**src/hdl/assert_macros.svh**
```systemverilog
`ifndef ASSERT_MACROS_SVH
`define ASSERT_MACROS_SVH

// property that holds at every clock edge outside reset
`define ASSERT_ALWAYS(label, prop, msg) \
	label: assert property (@(posedge clk) disable iff (!arst_n) (prop)) \
		else $error(msg);

// consequence that follows in the cycle after the trigger
`define ASSERT_NEXT(label, trig, cons, msg) \
	label: assert property (@(posedge clk) disable iff (!arst_n) (trig) |=> (cons)) \
		else $error(msg);

`endif

```
**src/hdl/stf_pkg.sv**
```systemverilog
package stf_pkg;

	localparam int WINDOW_MAX_DEF  = 32;
	localparam int SAMPLE_BITS_DEF = 16;
	localparam int OUT_BITS        = 24;
	localparam int CFG_BITS        = 6;
	localparam int FRAC_BITS       = 8;
	localparam int TRIM_COUNT      = 2;
	localparam int WINDOW_RESET    = 8;

endpackage

```
**src/hdl/stf_in_if.sv**
```systemverilog
interface stf_in_if #(
	parameter int SAMPLE_BITS = stf_pkg::SAMPLE_BITS_DEF
);
	logic                          valid;
	logic                          ready;
	logic signed [SAMPLE_BITS-1:0] sample;

	modport source (output valid, output sample, input ready);
	modport sink (input valid, input sample, output ready);
endinterface

```
**src/hdl/stf_out_if.sv**
```systemverilog
interface stf_out_if;
	logic                                valid;
	logic                                ready;
	logic signed [stf_pkg::OUT_BITS-1:0] smoothed_value;

	modport source (output valid, output smoothed_value, input ready);
	modport sink (input valid, input smoothed_value, output ready);
endinterface

```
**src/hdl/sliding_trimmed_mean_filter.sv**
```systemverilog
// a new sample is taken only in idle, once the previous result is loaded into the output register;
// each result is set by the scan of the window memory (one read a cycle, single read port)
// followed by the restoring divider that retires two quotient bits a cycle
// arst_n clears control state: window size returns to 8 (WINDOW_MAX if smaller), window empty, output not valid
`include "assert_macros.svh"

module sliding_trimmed_mean_filter #(
	parameter int WINDOW_MAX  = stf_pkg::WINDOW_MAX_DEF,
	parameter int SAMPLE_BITS = stf_pkg::SAMPLE_BITS_DEF
) (
	input  logic                         clk,
	input  logic                         arst_n,
	input  logic                         cfg_we,
	input  logic [stf_pkg::CFG_BITS-1:0] cfg_wdata,
	stf_in_if.sink                       sample_ch,
	stf_out_if.source                    result_ch
);

	localparam int IDX_W     = $clog2(WINDOW_MAX);
	localparam int CNT_W     = $clog2(WINDOW_MAX + 1);
	localparam int SUM_W     = SAMPLE_BITS + $clog2(WINDOW_MAX);
	localparam int NUM_W     = SUM_W + stf_pkg::FRAC_BITS;
	localparam int DIV_STEPS = (NUM_W + 1) / 2;
	localparam int DIV_W     = 2 * DIV_STEPS;
	localparam int DCNT_W    = $clog2(DIV_STEPS);
	localparam int RES_W     = (DIV_W + 1 > stf_pkg::OUT_BITS) ? DIV_W + 1 : stf_pkg::OUT_BITS;
	localparam int WS_RESET  = (stf_pkg::WINDOW_RESET > WINDOW_MAX) ?
		WINDOW_MAX : stf_pkg::WINDOW_RESET;

	typedef enum logic [2:0] {
		S_IDLE,
		S_SCAN,
		S_DRAIN,
		S_TRIM,
		S_DIV,
		S_DONE
	} state_t;

	state_t                            state_q;
	logic [CNT_W-1:0]                  ws_q;
	logic [CNT_W-1:0]                  fill_q;
	logic [IDX_W-1:0]                  oldest_q;
	logic [IDX_W-1:0]                  rd_idx_q;
	logic                              rd_vld_s1;
	logic                              rd_first_s1;
	logic [DCNT_W-1:0]                 dcnt_q;
	logic                              out_valid_q;
	logic signed [stf_pkg::OUT_BITS-1:0] out_data_q;

	logic signed [SAMPLE_BITS-1:0]     window_mem_q [WINDOW_MAX];
	logic signed [SAMPLE_BITS-1:0]     rd_data_s1;
	logic signed [SUM_W-1:0]           sum_q;
	logic signed [SAMPLE_BITS-1:0]     lo_q;
	logic signed [SAMPLE_BITS-1:0]     hi_q;
	logic [DIV_W-1:0]                  num_q;
	logic [CNT_W-1:0]                  rem_q;
	logic [CNT_W-1:0]                  div_q;
	logic                              neg_q;

	logic                              mem_we;
	logic [IDX_W-1:0]                  wr_slot;
	logic                              window_full;
	logic [CNT_W-1:0]                  ws_wr;
	logic signed [SUM_W-1:0]           sum_nx;
	logic signed [SAMPLE_BITS-1:0]     lo_nx;
	logic signed [SAMPLE_BITS-1:0]     hi_nx;
	logic                              trim_en;
	logic signed [SUM_W-1:0]           tsum;
	logic [SUM_W-1:0]                  tmag;
	logic [CNT_W-1:0]                  divisor;
	logic [CNT_W-1:0]                  rem_nx;
	logic [DIV_W-1:0]                  num_nx;
	logic signed [DIV_W:0]             res_s;
	logic signed [RES_W-1:0]           res_ext;
	logic                              out_load;

	assign sample_ch.ready          = (state_q == S_IDLE);
	assign result_ch.valid          = out_valid_q;
	assign result_ch.smoothed_value = out_data_q;

	assign mem_we      = sample_ch.valid && sample_ch.ready;
	assign window_full = (fill_q >= ws_q);
	assign wr_slot     = window_full ? oldest_q : fill_q[IDX_W-1:0];
	assign out_load    = (state_q == S_DONE) && (!out_valid_q || result_ch.ready);

	// clamp written window size to 1..WINDOW_MAX
	always_comb begin
		if (cfg_wdata == '0) begin
			ws_wr = CNT_W'(1);
		end else if (32'(cfg_wdata) > 32'(WINDOW_MAX)) begin
			ws_wr = CNT_W'(WINDOW_MAX);
		end else begin
			ws_wr = CNT_W'(cfg_wdata);
		end
	end

	// running sum, min and max over the scanned entries
	always_comb begin
		if (rd_first_s1) begin
			sum_nx = SUM_W'(rd_data_s1);
			lo_nx  = rd_data_s1;
			hi_nx  = rd_data_s1;
		end else begin
			sum_nx = sum_q + SUM_W'(rd_data_s1);
			lo_nx  = (rd_data_s1 < lo_q) ? rd_data_s1 : lo_q;
			hi_nx  = (rd_data_s1 > hi_q) ? rd_data_s1 : hi_q;
		end
	end

	// trimmed sum (untrimmed while fill is at most TRIM_COUNT), its magnitude and the divisor
	always_comb begin
		trim_en = (fill_q > CNT_W'(stf_pkg::TRIM_COUNT));
		tsum    = trim_en ? (sum_q - SUM_W'(lo_q) - SUM_W'(hi_q)) : sum_q;
		tmag    = tsum[SUM_W-1] ? (~tsum + SUM_W'(1)) : tsum;
		divisor = trim_en ? (fill_q - CNT_W'(stf_pkg::TRIM_COUNT)) : fill_q;
	end

	// two restoring division steps per cycle
	always_comb begin
		logic [CNT_W:0]   sh_v;
		logic [CNT_W-1:0] rem_v;
		logic [DIV_W-1:0] num_v;
		rem_v = rem_q;
		num_v = num_q;
		for (int k = 0; k < 2; k++) begin
			sh_v = {rem_v, num_v[DIV_W-1]};
			if (sh_v >= {1'b0, div_q}) begin
				rem_v = CNT_W'(sh_v - {1'b0, div_q});
				num_v = {num_v[DIV_W-2:0], 1'b1};
			end else begin
				rem_v = sh_v[CNT_W-1:0];
				num_v = {num_v[DIV_W-2:0], 1'b0};
			end
		end
		rem_nx = rem_v;
		num_nx = num_v;
	end

	assign res_s   = neg_q ? -$signed({1'b0, num_q}) : $signed({1'b0, num_q});
	assign res_ext = RES_W'(res_s);

	always_ff @(posedge clk) begin
		if (mem_we) begin
			window_mem_q[wr_slot] <= sample_ch.sample;
		end
	end

	always_ff @(posedge clk) begin
		rd_data_s1 <= window_mem_q[rd_idx_q];
		if (rd_vld_s1) begin
			sum_q <= sum_nx;
			lo_q  <= lo_nx;
			hi_q  <= hi_nx;
		end
		if (state_q == S_TRIM) begin
			num_q <= DIV_W'({tmag, {stf_pkg::FRAC_BITS{1'b0}}});
			rem_q <= '0;
			div_q <= divisor;
			neg_q <= tsum[SUM_W-1];
		end else if (state_q == S_DIV) begin
			num_q <= num_nx;
			rem_q <= rem_nx;
		end
	end

	always_ff @(posedge clk or negedge arst_n) begin
		if (!arst_n) begin
			state_q     <= S_IDLE;
			ws_q        <= CNT_W'(WS_RESET);
			fill_q      <= '0;
			oldest_q    <= '0;
			rd_idx_q    <= '0;
			rd_vld_s1   <= 1'b0;
			rd_first_s1 <= 1'b0;
			dcnt_q      <= '0;
			out_valid_q <= 1'b0;
			out_data_q  <= '0;
		end else begin
			rd_vld_s1   <= (state_q == S_SCAN);
			rd_first_s1 <= (state_q == S_SCAN) && (rd_idx_q == '0);
			if (result_ch.valid && result_ch.ready) begin
				out_valid_q <= 1'b0;
			end
			unique case (state_q)
				S_IDLE: begin
					if (sample_ch.valid) begin
						if (window_full) begin
							oldest_q <= (CNT_W'(oldest_q) + CNT_W'(1) == ws_q) ?
								'0 : oldest_q + IDX_W'(1);
						end else begin
							fill_q <= fill_q + CNT_W'(1);
						end
						rd_idx_q <= '0;
						state_q  <= S_SCAN;
					end
				end
				S_SCAN: begin
					rd_idx_q <= rd_idx_q + IDX_W'(1);
					if (CNT_W'(rd_idx_q) == fill_q - CNT_W'(1)) begin
						state_q <= S_DRAIN;
					end
				end
				S_DRAIN: begin
					state_q <= S_TRIM;
				end
				S_TRIM: begin
					dcnt_q  <= DCNT_W'(DIV_STEPS - 1);
					state_q <= S_DIV;
				end
				S_DIV: begin
					if (dcnt_q == '0) begin
						state_q <= S_DONE;
					end else begin
						dcnt_q <= dcnt_q - DCNT_W'(1);
					end
				end
				S_DONE: begin
					if (out_load) begin
						out_valid_q <= 1'b1;
						out_data_q  <= res_ext[stf_pkg::OUT_BITS-1:0];
						state_q     <= S_IDLE;
					end
				end
				default: begin
					state_q <= S_IDLE;
				end
			endcase
			// window restart on a register write
			if (cfg_we) begin
				ws_q     <= ws_wr;
				fill_q   <= '0;
				oldest_q <= '0;
			end
		end
	end

	`ASSERT_ALWAYS(a_fill_bound, fill_q <= ws_q, "fill count above window size")
	`ASSERT_ALWAYS(a_oldest_bound, CNT_W'(oldest_q) < ws_q, "oldest slot outside window")
	`ASSERT_NEXT(a_accept_scan, sample_ch.valid && sample_ch.ready, state_q == S_SCAN,
		"accepted sample did not start a scan")
	`ASSERT_NEXT(a_done_out, out_load, result_ch.valid && state_q == S_IDLE,
		"finished quotient not presented")

endmodule

```
**src/flat_wrapper.sv**
```systemverilog
// flat-port wrapper written by rule: the top's interface ports become plain ports
module sliding_trimmed_mean_filter_flat 
#(
	parameter int WINDOW_MAX  = stf_pkg::WINDOW_MAX_DEF,
	parameter int SAMPLE_BITS = stf_pkg::SAMPLE_BITS_DEF
)
  (clk, arst_n, cfg_we, cfg_wdata, sample_ch_valid, sample_ch_sample, sample_ch_ready, result_ch_valid, result_ch_smoothed_value, result_ch_ready);
  stf_in_if #(.SAMPLE_BITS(SAMPLE_BITS)) sample_ch_i ();
  stf_out_if result_ch_i ();
  input  logic clk;
  input  logic arst_n;
  input  logic cfg_we;
  input  logic [stf_pkg::CFG_BITS-1:0] cfg_wdata;
  input wire logic [$bits(sample_ch_i.valid)-1:0] sample_ch_valid;
  input wire logic [$bits(sample_ch_i.sample)-1:0] sample_ch_sample;
  output wire logic [$bits(sample_ch_i.ready)-1:0] sample_ch_ready;
  output wire logic [$bits(result_ch_i.valid)-1:0] result_ch_valid;
  output wire logic [$bits(result_ch_i.smoothed_value)-1:0] result_ch_smoothed_value;
  input wire logic [$bits(result_ch_i.ready)-1:0] result_ch_ready;
  assign sample_ch_i.valid = sample_ch_valid;
  assign sample_ch_i.sample = sample_ch_sample;
  assign sample_ch_ready = sample_ch_i.ready;
  assign result_ch_valid = result_ch_i.valid;
  assign result_ch_smoothed_value = result_ch_i.smoothed_value;
  assign result_ch_i.ready = result_ch_ready;
  sliding_trimmed_mean_filter #(.WINDOW_MAX(WINDOW_MAX), .SAMPLE_BITS(SAMPLE_BITS)) u_core (.clk(clk), .arst_n(arst_n), .cfg_we(cfg_we), .cfg_wdata(cfg_wdata), .sample_ch(sample_ch_i), .result_ch(result_ch_i));
endmodule
```
**config.mk**
```make
export PLATFORM = sky130hd
export DESIGN_NAME = sliding_trimmed_mean_filter_flat
export DESIGN_NICKNAME = d
export VERILOG_FILES = /design/src/hdl/stf_pkg.sv /design/src/hdl/stf_in_if.sv /design/src/hdl/stf_out_if.sv /design/src/hdl/sliding_trimmed_mean_filter.sv /design/src/flat_wrapper.sv
export VERILOG_INCLUDE_DIRS = /design/src /design/src/hdl
export SDC_FILE = /design/constraint.sdc
export NUM_CORES = 1
export LEC_CHECK = 0
export ABC_AREA = 1
export ABC_CLOCK_PERIOD_IN_PS = 4100
export BUFFER_PORTS_ARGS = -buffer_cell sky130_fd_sc_hd__buf_2
export CAP_MARGIN = 20
export CORE_MARGIN = 8
export CORE_UTILIZATION = 55
export DETAILED_ROUTE_END_ITERATION = 8
export PLACE_DENSITY = 0.76
export SYNTH_ARGS = -nofsm -noshare
export SYNTH_HDL_FRONTEND = slang
export SYNTH_SLANG_ARGS = --single-unit
```
**constraint.sdc**
```tcl
create_clock -name clk -period 4.1 [get_ports clk]
set_input_delay 0.82 -clock clk [delete_from_list [all_inputs] [get_ports clk]]
set_output_delay 0.82 -clock clk [all_outputs]
set_load 0.02 [all_outputs]
```
== Word level (Yosys, flattened, before mapping) ==
Memory sizes are Yosys's and may differ from the RTL's. A register that Yosys moved wholly into a read port is not among the register bits.
Cells that the tools add are included.
Storage, ports and cells
  bits in registers: 152
  bits in writable memories: 512
  input bits: 27
  output and inout port bits: 26
  memories kept: 1
Cells by class
  add/subtract/negate cells: 14
  $lt $le $gt $ge: 7
  equality and inequality tests: 13
  multiplexer cells: 41
  bitwise logic cells: 1
  reduce and logical (&&, ||, !) cells: 25
Memories
  u_core.window_mem_q: depth 32, width 16, read ports 1, clocked after Yosys merged registers in 1, wr ports 1, line sliding_trimmed_mean_filter.sv:50  | logic signed [SAMPLE_BITS-1:0] window_mem_q [WINDOW_MAX];
Operators with widths (count)
  two-way mux 16 bit: 4
  two-way mux 21 bit: 3
  two-way mux 29 bit: 2
  two-way mux 6 bit: 9
  subtractor 21 x 16 -> 21 bit: 2
  two-way mux 5 bit: 7
  two-way mux 24 bit: 1
  negation 24 bit: 1
  adder 21 x 16 -> 21 bit: 1
  adder 21 x 2 -> 21 bit (second input constant): 1
  NOT 21 bit: 1
  case mux 3 bit (6 select lines): 1
  greater-than comparator 16 bit: 1
  < comparator 16 bit: 1
  >= comparator 7 x 6 -> 1 bit: 2
  nonzero test 2 bit: 7
  two-way mux 3 bit: 4
  subtractor 6 bit: 2
  adder 5 x 1 -> 5 bit (second input constant): 2
  != test 2 bit (second input constant): 5
  case mux 5 bit (2 select lines): 1
  AND reduction 2 bit: 5
  case mux 4 bit (2 select lines): 1
  two-way mux 1 bit: 7
  24 further kinds: 30

== Depth between registers and ports, before layout ==
Gate-level depths: netlist (run 1).
  depth after elaboration: 7
  gate-level depth with buffers: 23

== Least setup slack after synthesis (run 1) ==
No wires, ideal clock.
  path type: reg2reg
  from: register u_core.div_q[1]
  to: register u_core.rem_q[0]
  data arrival time: 3122 ps
  required time: 3939 ps
  slack: 817 ps
  stages on the path, launching flop included: 20
  buffers on the path: 1
  cell sequence: edfxtp_1 > inv_1 > ha_1 > nand3_1 > nand2_1 > a21boi_1 > o21a_1 > inv_2 > o21ai_0 > inv_1 > ha_1 > inv_1 > o31ai_1 > a21o_1 > a21oi_1 > nor2_1 > nor2_1 > buf_2 > o21ai_0 > o22ai_1
On the way
  cells in the longest elaborated chain, start to end: 4
  elaborated cells between the ends (all ways): 5
  classes of those cells: add/sub (1); order compare (2); mux (2)
RTL lines
  start, declared: line sliding_trimmed_mean_filter.sv:57  | logic [CNT_W-1:0] div_q;
  start signal, assigned: line sliding_trimmed_mean_filter.sv:158  | div_q <= divisor;
  subtractor 6 bit / >= comparator 7 x 6 -> 1 bit (equally long branches): line sliding_trimmed_mean_filter.sv:128, sliding_trimmed_mean_filter.sv:127
  two-way mux 6 bit: line sliding_trimmed_mean_filter.sv:127  | if (sh_v >= {1'b0, div_q}) begin
  >= comparator 7 x 6 -> 1 bit (*): line sliding_trimmed_mean_filter.sv:127
  two-way mux 6 bit (*): line sliding_trimmed_mean_filter.sv:127
  end signal, assigned: line sliding_trimmed_mean_filter.sv:162  | rem_q <= rem_nx;
  end, declared: line sliding_trimmed_mean_filter.sv:56  | logic [CNT_W-1:0] rem_q;
Every way passes the cells marked *; elsewhere a longest branch is shown, timed or not.
A chain may end at the register's enable or synchronous reset.

== Worst setup path in the final report (run 1) ==
  from: register u_core.div_q[1]
  to: register u_core.rem_q[1]
On the way
  cells in the longest elaborated chain, start to end: 4
  elaborated cells between the ends (all ways): 6
  classes of those cells: add/sub (2); order compare (2); mux (2)
RTL lines (line)
  >= comparator 7 x 6 -> 1 bit / subtractor 6 bit (equally long branches): sliding_trimmed_mean_filter.sv:127, sliding_trimmed_mean_filter.sv:128
  two-way mux 6 bit: sliding_trimmed_mean_filter.sv:127
  subtractor 6 bit / >= comparator 7 x 6 -> 1 bit (equally long branches): sliding_trimmed_mean_filter.sv:128, sliding_trimmed_mean_filter.sv:127
  two-way mux 6 bit (*): sliding_trimmed_mean_filter.sv:127
Marked as above.

==> flow_summary.ini, run 1 <==
[worst_setup_path]
cell_chain_of_the_critical_path = inv_1 > ha_1 > nand3_1 > nand2_1 > a21boi_1 > o21a_1 > inv_2 > o21ai_1 > inv_1 > ha_1 > inv_1 > o31ai_1 > a21o_1 > a21oi_1 > nor2_1 > nor2_1 > buf_4 > o21ai_0 > nand2_1 > o21ai_1
critical_path.startpoint = u_core.div_q[1]
cp-endpoint = u_core.rem_q[1]
top_cell_by_count_worst_path = sky130_fd_sc_hd__inv_1
ff2ff_setup_slack_ns = 0.50
worstSetupStartpointType = flop
timing.critical_path.depth = 20
worst_path_dominant_cell_family = compound AO/OA/AOI/OAI gates
cp.required_ns = 4.64
worst-endpoint-arrival_ns = 4.14
critPathSlowestCell = sky130_fd_sc_hd__edfxtp_1
path_max_fanout = 11
worstReg2RegStart = u_core.div_q[1]
r2r-end = u_core.rem_q[1]
peak_per_stage_delay_on_the_critical_path_ns = 0.42
critPathKind = reg2reg
timing.critical_path.to_type = flop
timing.critical_path.buf_inv = 5
ff2ff_path_depth = 20

[routing]
postRouteAntennaNets = 0
via_count = 23500
post-route-drc-count = 0
wl_um = 83700
post_drt_via_cell_ratio = 6.07
iteration_0_drc_count_of_the_detailed_router = 2685
wl_per_cell_um = 21.7
drtPass1Iterations = 6

[layout]
drive_gt1_share_pct = 9.21
layoutNonFillerInstCount = 3864
layout-area-overhead-vs-synth_pct = 11.5
num-nets-final = 3191
fin_area_um2 = 35700

[power_and_ir_drop]
p_per_area_nw_per_um2 = 859
ir_drop_v = 0.000734
static-leakage-power_uw = 0.0134
report.power.total_uw = 30700

[yosys]
postSynthAreaPerCell_um2 = 10.8
synth_async_sr_flop_share_pct = 8.24
synth-main-ff-cell = sky130_fd_sc_hd__edfxtp_1
post_synth_instance_area_um2 = 32000
synth-edff-count = 593
synth-seq-cells = 680
synth_fp_nets = 3131
netlist-cell-type-count = 60
synth_sequential_area_ratio_pct = 61.9
synth.yosys.warnings = 0
postSynthCellCount = 2977

[timing]
totalNegativeSetupSlack_ns = 0
finalSetupViolations = 0
finalMaxSlewViolations = 0
layout_worst_path_cycle_share_pct = 87.8
timing.max_slew.rel_slack_pct = 30.1
final-hold-violation-count = 0
finalWorstPathRequiredPeriod_ns = 3.60
clock-skew-final_ns = 0.0315
timing_worst_slew_pin_value_ns = 1.04
fin_worst_hold_slack_ns = 0.0488
unrepaired_setup_endpoints_after_global_routing = no
fmaxAchievable_mhz = 278

[global_routing]
grt_max_degree = 150
antenna_found_initial = 7
globalRouteTotalUtil_pct = 24.6
global_routing_met3_resource_utilization_pct = 4.76
first_global_vias = 23000
globalRouteMet2Util_pct = 41.4
met1_layer_usage_reported_by_global_route_pct = 30.6
grt_overflow_total = 0
grt-busiest-layer = met2
first_pass_grt_wire_length_um = 129000

[clocking]
clock_path_buffers = 3
post_cts_buffers = 0
clock_tree_from_tritoncts = built
count_of_h_tree_levels_built_during_cts = 3
worst_skew_late_latency_ns = 0.62
clock_sinks = 680
cts-root-buf = sky130_fd_sc_hd__clkbuf_16
cts_inserted_buffers = 71
cts.reportedPaths.clkPinSlew_ns = 0.06

[worst_hold_path]
timing.hold.worst.class = in2async

[floorplanning]
initial_utilization_pct = 55.6
die_area_um2 = 66200
num_rows = 88
die_x_um = 257
design.core.area_um2 = 57600
top_level_ports = 53
die_height_um = 257

[placed_design]
port_buffers = 52
place_area_um2 = 33300
dp.final_hpwl_um = 52600
numPlacedInstances = 3727
gp_routability_congestion = 0.885

[outcome]
outcome = completed

[flow_run]
cap_violations = 0
==> Yosys cell counts, types with 6 or more instances <==
master                     number  area share [%]
sky130_fd_sc_hd__nand4_1       20            0.39
sky130_fd_sc_hd__o21ai_1       25            0.39
sky130_fd_sc_hd__a31oi_1       20            0.39
sky130_fd_sc_hd__clkbuf_1     122             1.4
sky130_fd_sc_hd__inv_1        219             2.6
sky130_fd_sc_hd__xor2_1        39             1.1
sky130_fd_sc_hd__nand2_2        6            0.12
sky130_fd_sc_hd__nand3_1      146             2.3
sky130_fd_sc_hd__o22ai_1       55             1.1
sky130_fd_sc_hd__o21ai_0      373             5.8
sky130_fd_sc_hd__xnor2_1       16            0.44
sky130_fd_sc_hd__o221ai_1      90             2.5
sky130_fd_sc_hd__inv_2          8           0.094
sky130_fd_sc_hd__nand2_1      385             4.5
sky130_fd_sc_hd__nor2_1       420             4.9
sky130_fd_sc_hd__a21oi_1       79             1.2
sky130_fd_sc_hd__dfxtp_1       31             1.9
sky130_fd_sc_hd__or2_2         12            0.23
sky130_fd_sc_hd__buf_2          9            0.14
sky130_fd_sc_hd__a32oi_1       13            0.36
sky130_fd_sc_hd__edfxtp_1     593              56
sky130_fd_sc_hd__dfrtp_1       55             4.3
sky130_fd_sc_hd__ha_1         104             4.1
sky130_fd_sc_hd__nor3_1        27            0.42
sky130_fd_sc_hd__or2_0          6            0.12
sky130_fd_sc_hd__fa_1          23             1.4
==> worst reg2reg max path, delay by kind of cell (launching register included) <==
kind | cells | cell delay, ns
buffers and inverters | 5 | 0.59
adder cells (fa/ha/maj) | 2 | 0.55
AND/OR/NAND/NOR | 5 | 0.48
AO/OA/AOI/OAI | 8 | 1.50
flip-flops | 1 | 0.42
==> final cells by class <==
type | instances | area [um2]
inverters | 233 | 886
clock buffers | 92 | 1930
repair buffers | 124 | 883
clock inverters | 40 | 438
fillers | 4409 | 21900
multi-input cells | 1927 | 10800
flip-flops and latches | 680 | 19800
well taps | 765 | 957
diodes | 3 | 7.51
==> cells by family (layout without fill, tap and decap cells) <==
group | after synthesis | in the layout | synth area share (%)
adder cells (fa/ha/maj) | 127 | 127 | 5.50
flip-flops | 680 | 680 | 61.9
multiplexers | 1 | 1 | 0.0313
AO/OA/AOI/OAI | 687 | 687 | 12.5
XOR/XNOR | 55 | 55 | 1.50
buffers and inverters | 370 | 489 | 4.46
AND/OR/NAND/NOR | 1057 | 1057 | 14.1
other | 0 | 3 | 0
==> how the worst min path moves through the flow <==
stage	cells past startpoint	end	start	slack, ns
2_1_floorplan	2	u_core.num_q[29]	u_core.num_q[27]	0.42
5_1_grt	1	u_core.result_ch.smoothed_value[8]	arst_n	0.03
6_report	1	u_core.result_ch.smoothed_value[12]	arst_n	0.05
3_5_place_dp	2	u_core.result_ch.smoothed_value[0]	u_core.result_ch.smoothed_value[0]	0.48
4_1_cts	1	u_core.result_ch.smoothed_value[12]	arst_n	0.39
3_3_place_gp	2	u_core.result_ch.smoothed_value[10]	u_core.result_ch.smoothed_value[10]	0.46
==> registers in the layout, indices dropped and copies added (netlist names) <==
| signal | cells |
|---|---|
| u_core.rem_q | 6 |
| u_core.rd_data_s1 | 16 |
| u_core.result_ch.valid | 1 |
| u_core.div_q | 6 |
| u_core.window_mem_q | 512 |
| u_core.hi_q | 16 |
| u_core.result_ch.smoothed_value | 24 |
| u_core.fill_q | 6 |
| u_core.sum_q | 21 |
| u_core.state_q | 3 |
| u_core.dcnt_q | 4 |
| u_core.oldest_q | 5 |
| u_core.ws_q | 6 |
| u_core.lo_q | 16 |
| u_core.rd_idx_q | 5 |
| u_core.num_q | 30 |
| u_core.neg_q | 1 |
| u_core.rd_vld_s1 | 1 |
| u_core.rd_first_s1 | 1 |
==> layer usage <==
layer	share of wire, %	routed length [um]
met1	39	32500
met2	49	40800
met3	8.2	6830
met4	4.3	3590
met5	0.048	40
==> what timing repair did <==
| item | CTS | global route |
|---|---|---|
| hold buffers | 0 | 0 |
| setup endpoints to repair | 0 | 1 |
| resized for setup | 0 | 1 |
| hold endpoints to repair | 0 | 0 |
==> metrics by stage <==
step / setup slack (ns) / utilization, %
after floorplan: 0.817 / -
after global placement: 0.448 / 57.8
after detailed placement: 0.356 / 57.8
after CTS: 0.336 / 61.9
after global routing: 0.117 / 62.0
final: 0.500 / 62.0
==> cells in the final DEF, fill, tap and decap left out, types with 8 or more instances in the layout <==
cell type,instances
sky130_fd_sc_hd__edfxtp_1,593
sky130_fd_sc_hd__nor2_1,420
sky130_fd_sc_hd__nand2_1,385
sky130_fd_sc_hd__o21ai_0,372
sky130_fd_sc_hd__inv_1,217
sky130_fd_sc_hd__nand3_1,146
sky130_fd_sc_hd__ha_1,104
sky130_fd_sc_hd__o221ai_1,90
sky130_fd_sc_hd__a21oi_1,79
sky130_fd_sc_hd__clkbuf_16,73
sky130_fd_sc_hd__buf_4,65
sky130_fd_sc_hd__o22ai_1,55
sky130_fd_sc_hd__buf_2,52
sky130_fd_sc_hd__dfrtp_1,52
sky130_fd_sc_hd__xor2_1,39
sky130_fd_sc_hd__dfxtp_1,31
sky130_fd_sc_hd__nor3_1,27
sky130_fd_sc_hd__o21ai_1,26
sky130_fd_sc_hd__fa_1,23
sky130_fd_sc_hd__nand4_1,20
sky130_fd_sc_hd__a31oi_1,20
sky130_fd_sc_hd__clkinv_1,17
sky130_fd_sc_hd__xnor2_1,16
sky130_fd_sc_hd__clkbuf_1,16
sky130_fd_sc_hd__a32oi_1,13
sky130_fd_sc_hd__clkinv_2,12
sky130_fd_sc_hd__or2_2,12
sky130_fd_sc_hd__inv_2,8
==> report_power, final <==
part | internal (uW) | switching [uW] | total [uW]
Clock | 3700 | 2760 | 6460
Combinational | 4890 | 10000 | 14900
Sequential | 8620 | 676 | 9300
Total | 17200 | 13500 | 30700
No activity file was read; power rests on OpenSTA's default activity.
==> run 2, diff against run 1 <==
--- a/config.mk
+++ b/config.mk
@@ -13,6 +13,7 @@
 export CORE_MARGIN = 8
 export CORE_UTILIZATION = 55
 export DETAILED_ROUTE_END_ITERATION = 8
+export MAX_ROUTING_LAYER = met4
 export PLACE_DENSITY = 0.76
 export SYNTH_ARGS = -nofsm -noshare
 export SYNTH_HDL_FRONTEND = slang
==> run 2 against run 1 <==
  * Power increased by 1.1%
  * Clock power grew 3%
  * Wire length is 1.6% higher
  * Die area stayed put
  * Hold slack better by 0.27 ns
  * Combinational power hardly changed
  * Sequential power grew 0.5%
  * First-iteration DRC count decreased by 4.5%
  * Clock skew up 0.0081 ns
  * Global-route usage grew 1.1 points
  * Worst setup slack worse by 0.063 ns
  * Critical path depth unchanged
==> flow_summary.ini, run 2 (same netlist as run 1, synthesis figures left out) <==
[clocking]
worst_skew_late_latency_ns = 0.63
cts_inserted_buffers = 72
clock_path_buffers = 3
count_of_h_tree_levels_built_during_cts = 3
clock_sinks = 680
clock_tree_from_tritoncts = built
cts-root-buf = sky130_fd_sc_hd__clkbuf_16
cts.reportedPaths.clkPinSlew_ns = 0.06

[layout]
final_cell_mix = sky130_fd_sc_hd__edfxtp_1, sky130_fd_sc_hd__nor2_1, sky130_fd_sc_hd__nand2_1
most_common_library_cell_in_the_layout_ignoring_fill_and_taps = sky130_fd_sc_hd__edfxtp_1
multi_input_area_um2 = 10800
largest_register_ffs = 512
drive_gt1_share_pct = 9.42
ff_latch_area_um2 = 19800
top_register = u_core.window_mem_q
num-nets-final = 3198
fin_util_pct = 62.1
layout-area-overhead-vs-synth_pct = 11.8
filler_cell_count_in_the_final_layout = 4417

[worst_hold_path]
timing.hold.worst.class = in2async

[worst_setup_path]
worst-endpoint-arrival_ns = 4.20
r2r-end = u_core.rem_q[1]
ff2ff_path_depth = 20
ff2ff_setup_slack_ns = 0.44
path_max_fanout = 11
worstReg2RegStart = u_core.div_q[2]
timing.critical_path.to_type = flop
critPathKind = reg2reg
worstSetupStartpointType = flop
cp.required_ns = 4.63

[timing]
finalSetupViolations = 0
layout_worst_path_cycle_share_pct = 89.3
timing_worst_slew_pin_value_ns = 1.02
clock-skew-final_ns = 0.0396
fmaxAchievable_mhz = 273
timing.max_slew.rel_slack_pct = 32.0
unrepaired_setup_endpoints_after_global_routing = no
totalNegativeSetupSlack_ns = 0
finalMaxSlewViolations = 0
final-hold-violation-count = 0
finalWorstPathRequiredPeriod_ns = 3.66
fin_worst_hold_slack_ns = 0.318

[global_routing]
grt_overflow_total = 0
first_global_vias = 23400
grt_max_degree = 185
globalRouteTotalUtil_pct = 25.8
first_pass_grt_wire_length_um = 131000
antenna_found_initial = 1

[routing]
wl_per_cell_um = 22.0
wl_um = 85100
post_drt_via_cell_ratio = 6.08
via_count = 23500
drtPass1Iterations = 5
postRouteAntennaNets = 0
iteration_0_drc_count_of_the_detailed_router = 2564
post-route-drc-count = 0

[placed_design]
port_buffers = 52
gp_routability_congestion = 0.903
dp.final_hpwl_um = 54300

[power_and_ir_drop]
ir_drop_v = 0.000707
static-leakage-power_uw = 0.0135
p_per_area_nw_per_um2 = 866

[floorplanning]
design.core.area_um2 = 57600
top_level_ports = 53
die_area_um2 = 66200
die_height_um = 257
die_x_um = 257
num_rows = 88
initial_utilization_pct = 55.6

[flow_run]
cap_violations = 0

[outcome]
outcome = completed
==> run 2: cell count changes in the layout (fill, tap and decap cells not counted), sizes merged, moves of 3 or more <==
cell,change
bufinv,+3
clkinv,-4
buf,+6
clkinvlp,-4
==> run 2: how the worst max path moves through the flow <==
stage	startpoint	to	slack (ns)	cells past startpoint
CTS	u_core.div_q[2]	u_core.rem_q[1]	0.34	20
global placement	u_core.div_q[1]	u_core.rem_q[1]	0.48	21
global route	u_core.div_q[2]	u_core.rem_q[0]	0.004	19
finish	u_core.div_q[2]	u_core.rem_q[1]	0.44	20
detailed placement	u_core.div_q[1]	u_core.rem_q[1]	0.40	20
floorplan	u_core.div_q[1]	u_core.rem_q[0]	0.82	19
==> run 2: routing by layer <==
layer  track usage, %  up-vias  share of wire [%]
li1                 -    10800                  -
met1             31.4    11400                 39
met2             42.5     1119                 49
met3             4.17      246                7.6
met4             11.1        0                4.4
met5                -        -                  0
==> run 2: per-stage QoR <==
stage	power, uW	std cells	worst slack (ns)	area (um2)
after floorplan	19800	2977	0.817	32000
after global placement	23800	3735	0.482	33300
after detailed placement	24200	3735	0.395	33300
after CTS	30900	3866	0.344	35800
after global routing	33200	3867	0.00442	35800
final	31000	3867	0.437	35800
==> run 2: cell type report <==
class | count | share of cell area [%]
Multi-Input combinational cell | 1927 | 30.1
Tap cell | 765 | 2.68
Clock inverter | 37 | 1.41
Antenna cell | 1 | 0.00699
Inverter | 233 | 2.48
Timing Repair Buffer | 130 | 2.50
Clock buffer | 94 | 5.41
Sequential cell | 680 | 55.4
==> run 2: power breakdown <==
group          leakage, uW  internal, uW  total [uW]  switching (uW)
Clock              0.00118          3890        6640            2750
Sequential         0.00633          8620        9350             728
Combinational      0.00599          4890       15000           10100
==> run 2: repair_timing <==
action / in CTS / in global routing
endpoints found under the setup margin: 0 / 5
resized for setup: 0 / 1
hold buffers: 0 / 0
buffers inserted: 0 / 0
==> run 2: critical path: stages (launching register included) <==
cell	delay, ns
sky130_fd_sc_hd__edfxtp_1	0.37
sky130_fd_sc_hd__inv_1	0.11
sky130_fd_sc_hd__ha_1	0.30
sky130_fd_sc_hd__a21oi_1	0.15
sky130_fd_sc_hd__nand2_1	0.10
sky130_fd_sc_hd__a21boi_1	0.22
sky130_fd_sc_hd__o21a_1	0.22
sky130_fd_sc_hd__inv_2	0.11
sky130_fd_sc_hd__o21ai_1	0.23
sky130_fd_sc_hd__inv_1	0.09
sky130_fd_sc_hd__ha_1	0.28
sky130_fd_sc_hd__inv_1	0.05
sky130_fd_sc_hd__o31ai_1	0.35
sky130_fd_sc_hd__a21o_1	0.17
sky130_fd_sc_hd__a21oi_1	0.07
sky130_fd_sc_hd__nor2_1	0.17
sky130_fd_sc_hd__nor2_1	0.07
sky130_fd_sc_hd__buf_4	0.17
sky130_fd_sc_hd__o21ai_0	0.19
sky130_fd_sc_hd__nand2_1	0.07
sky130_fd_sc_hd__o21ai_1	0.07
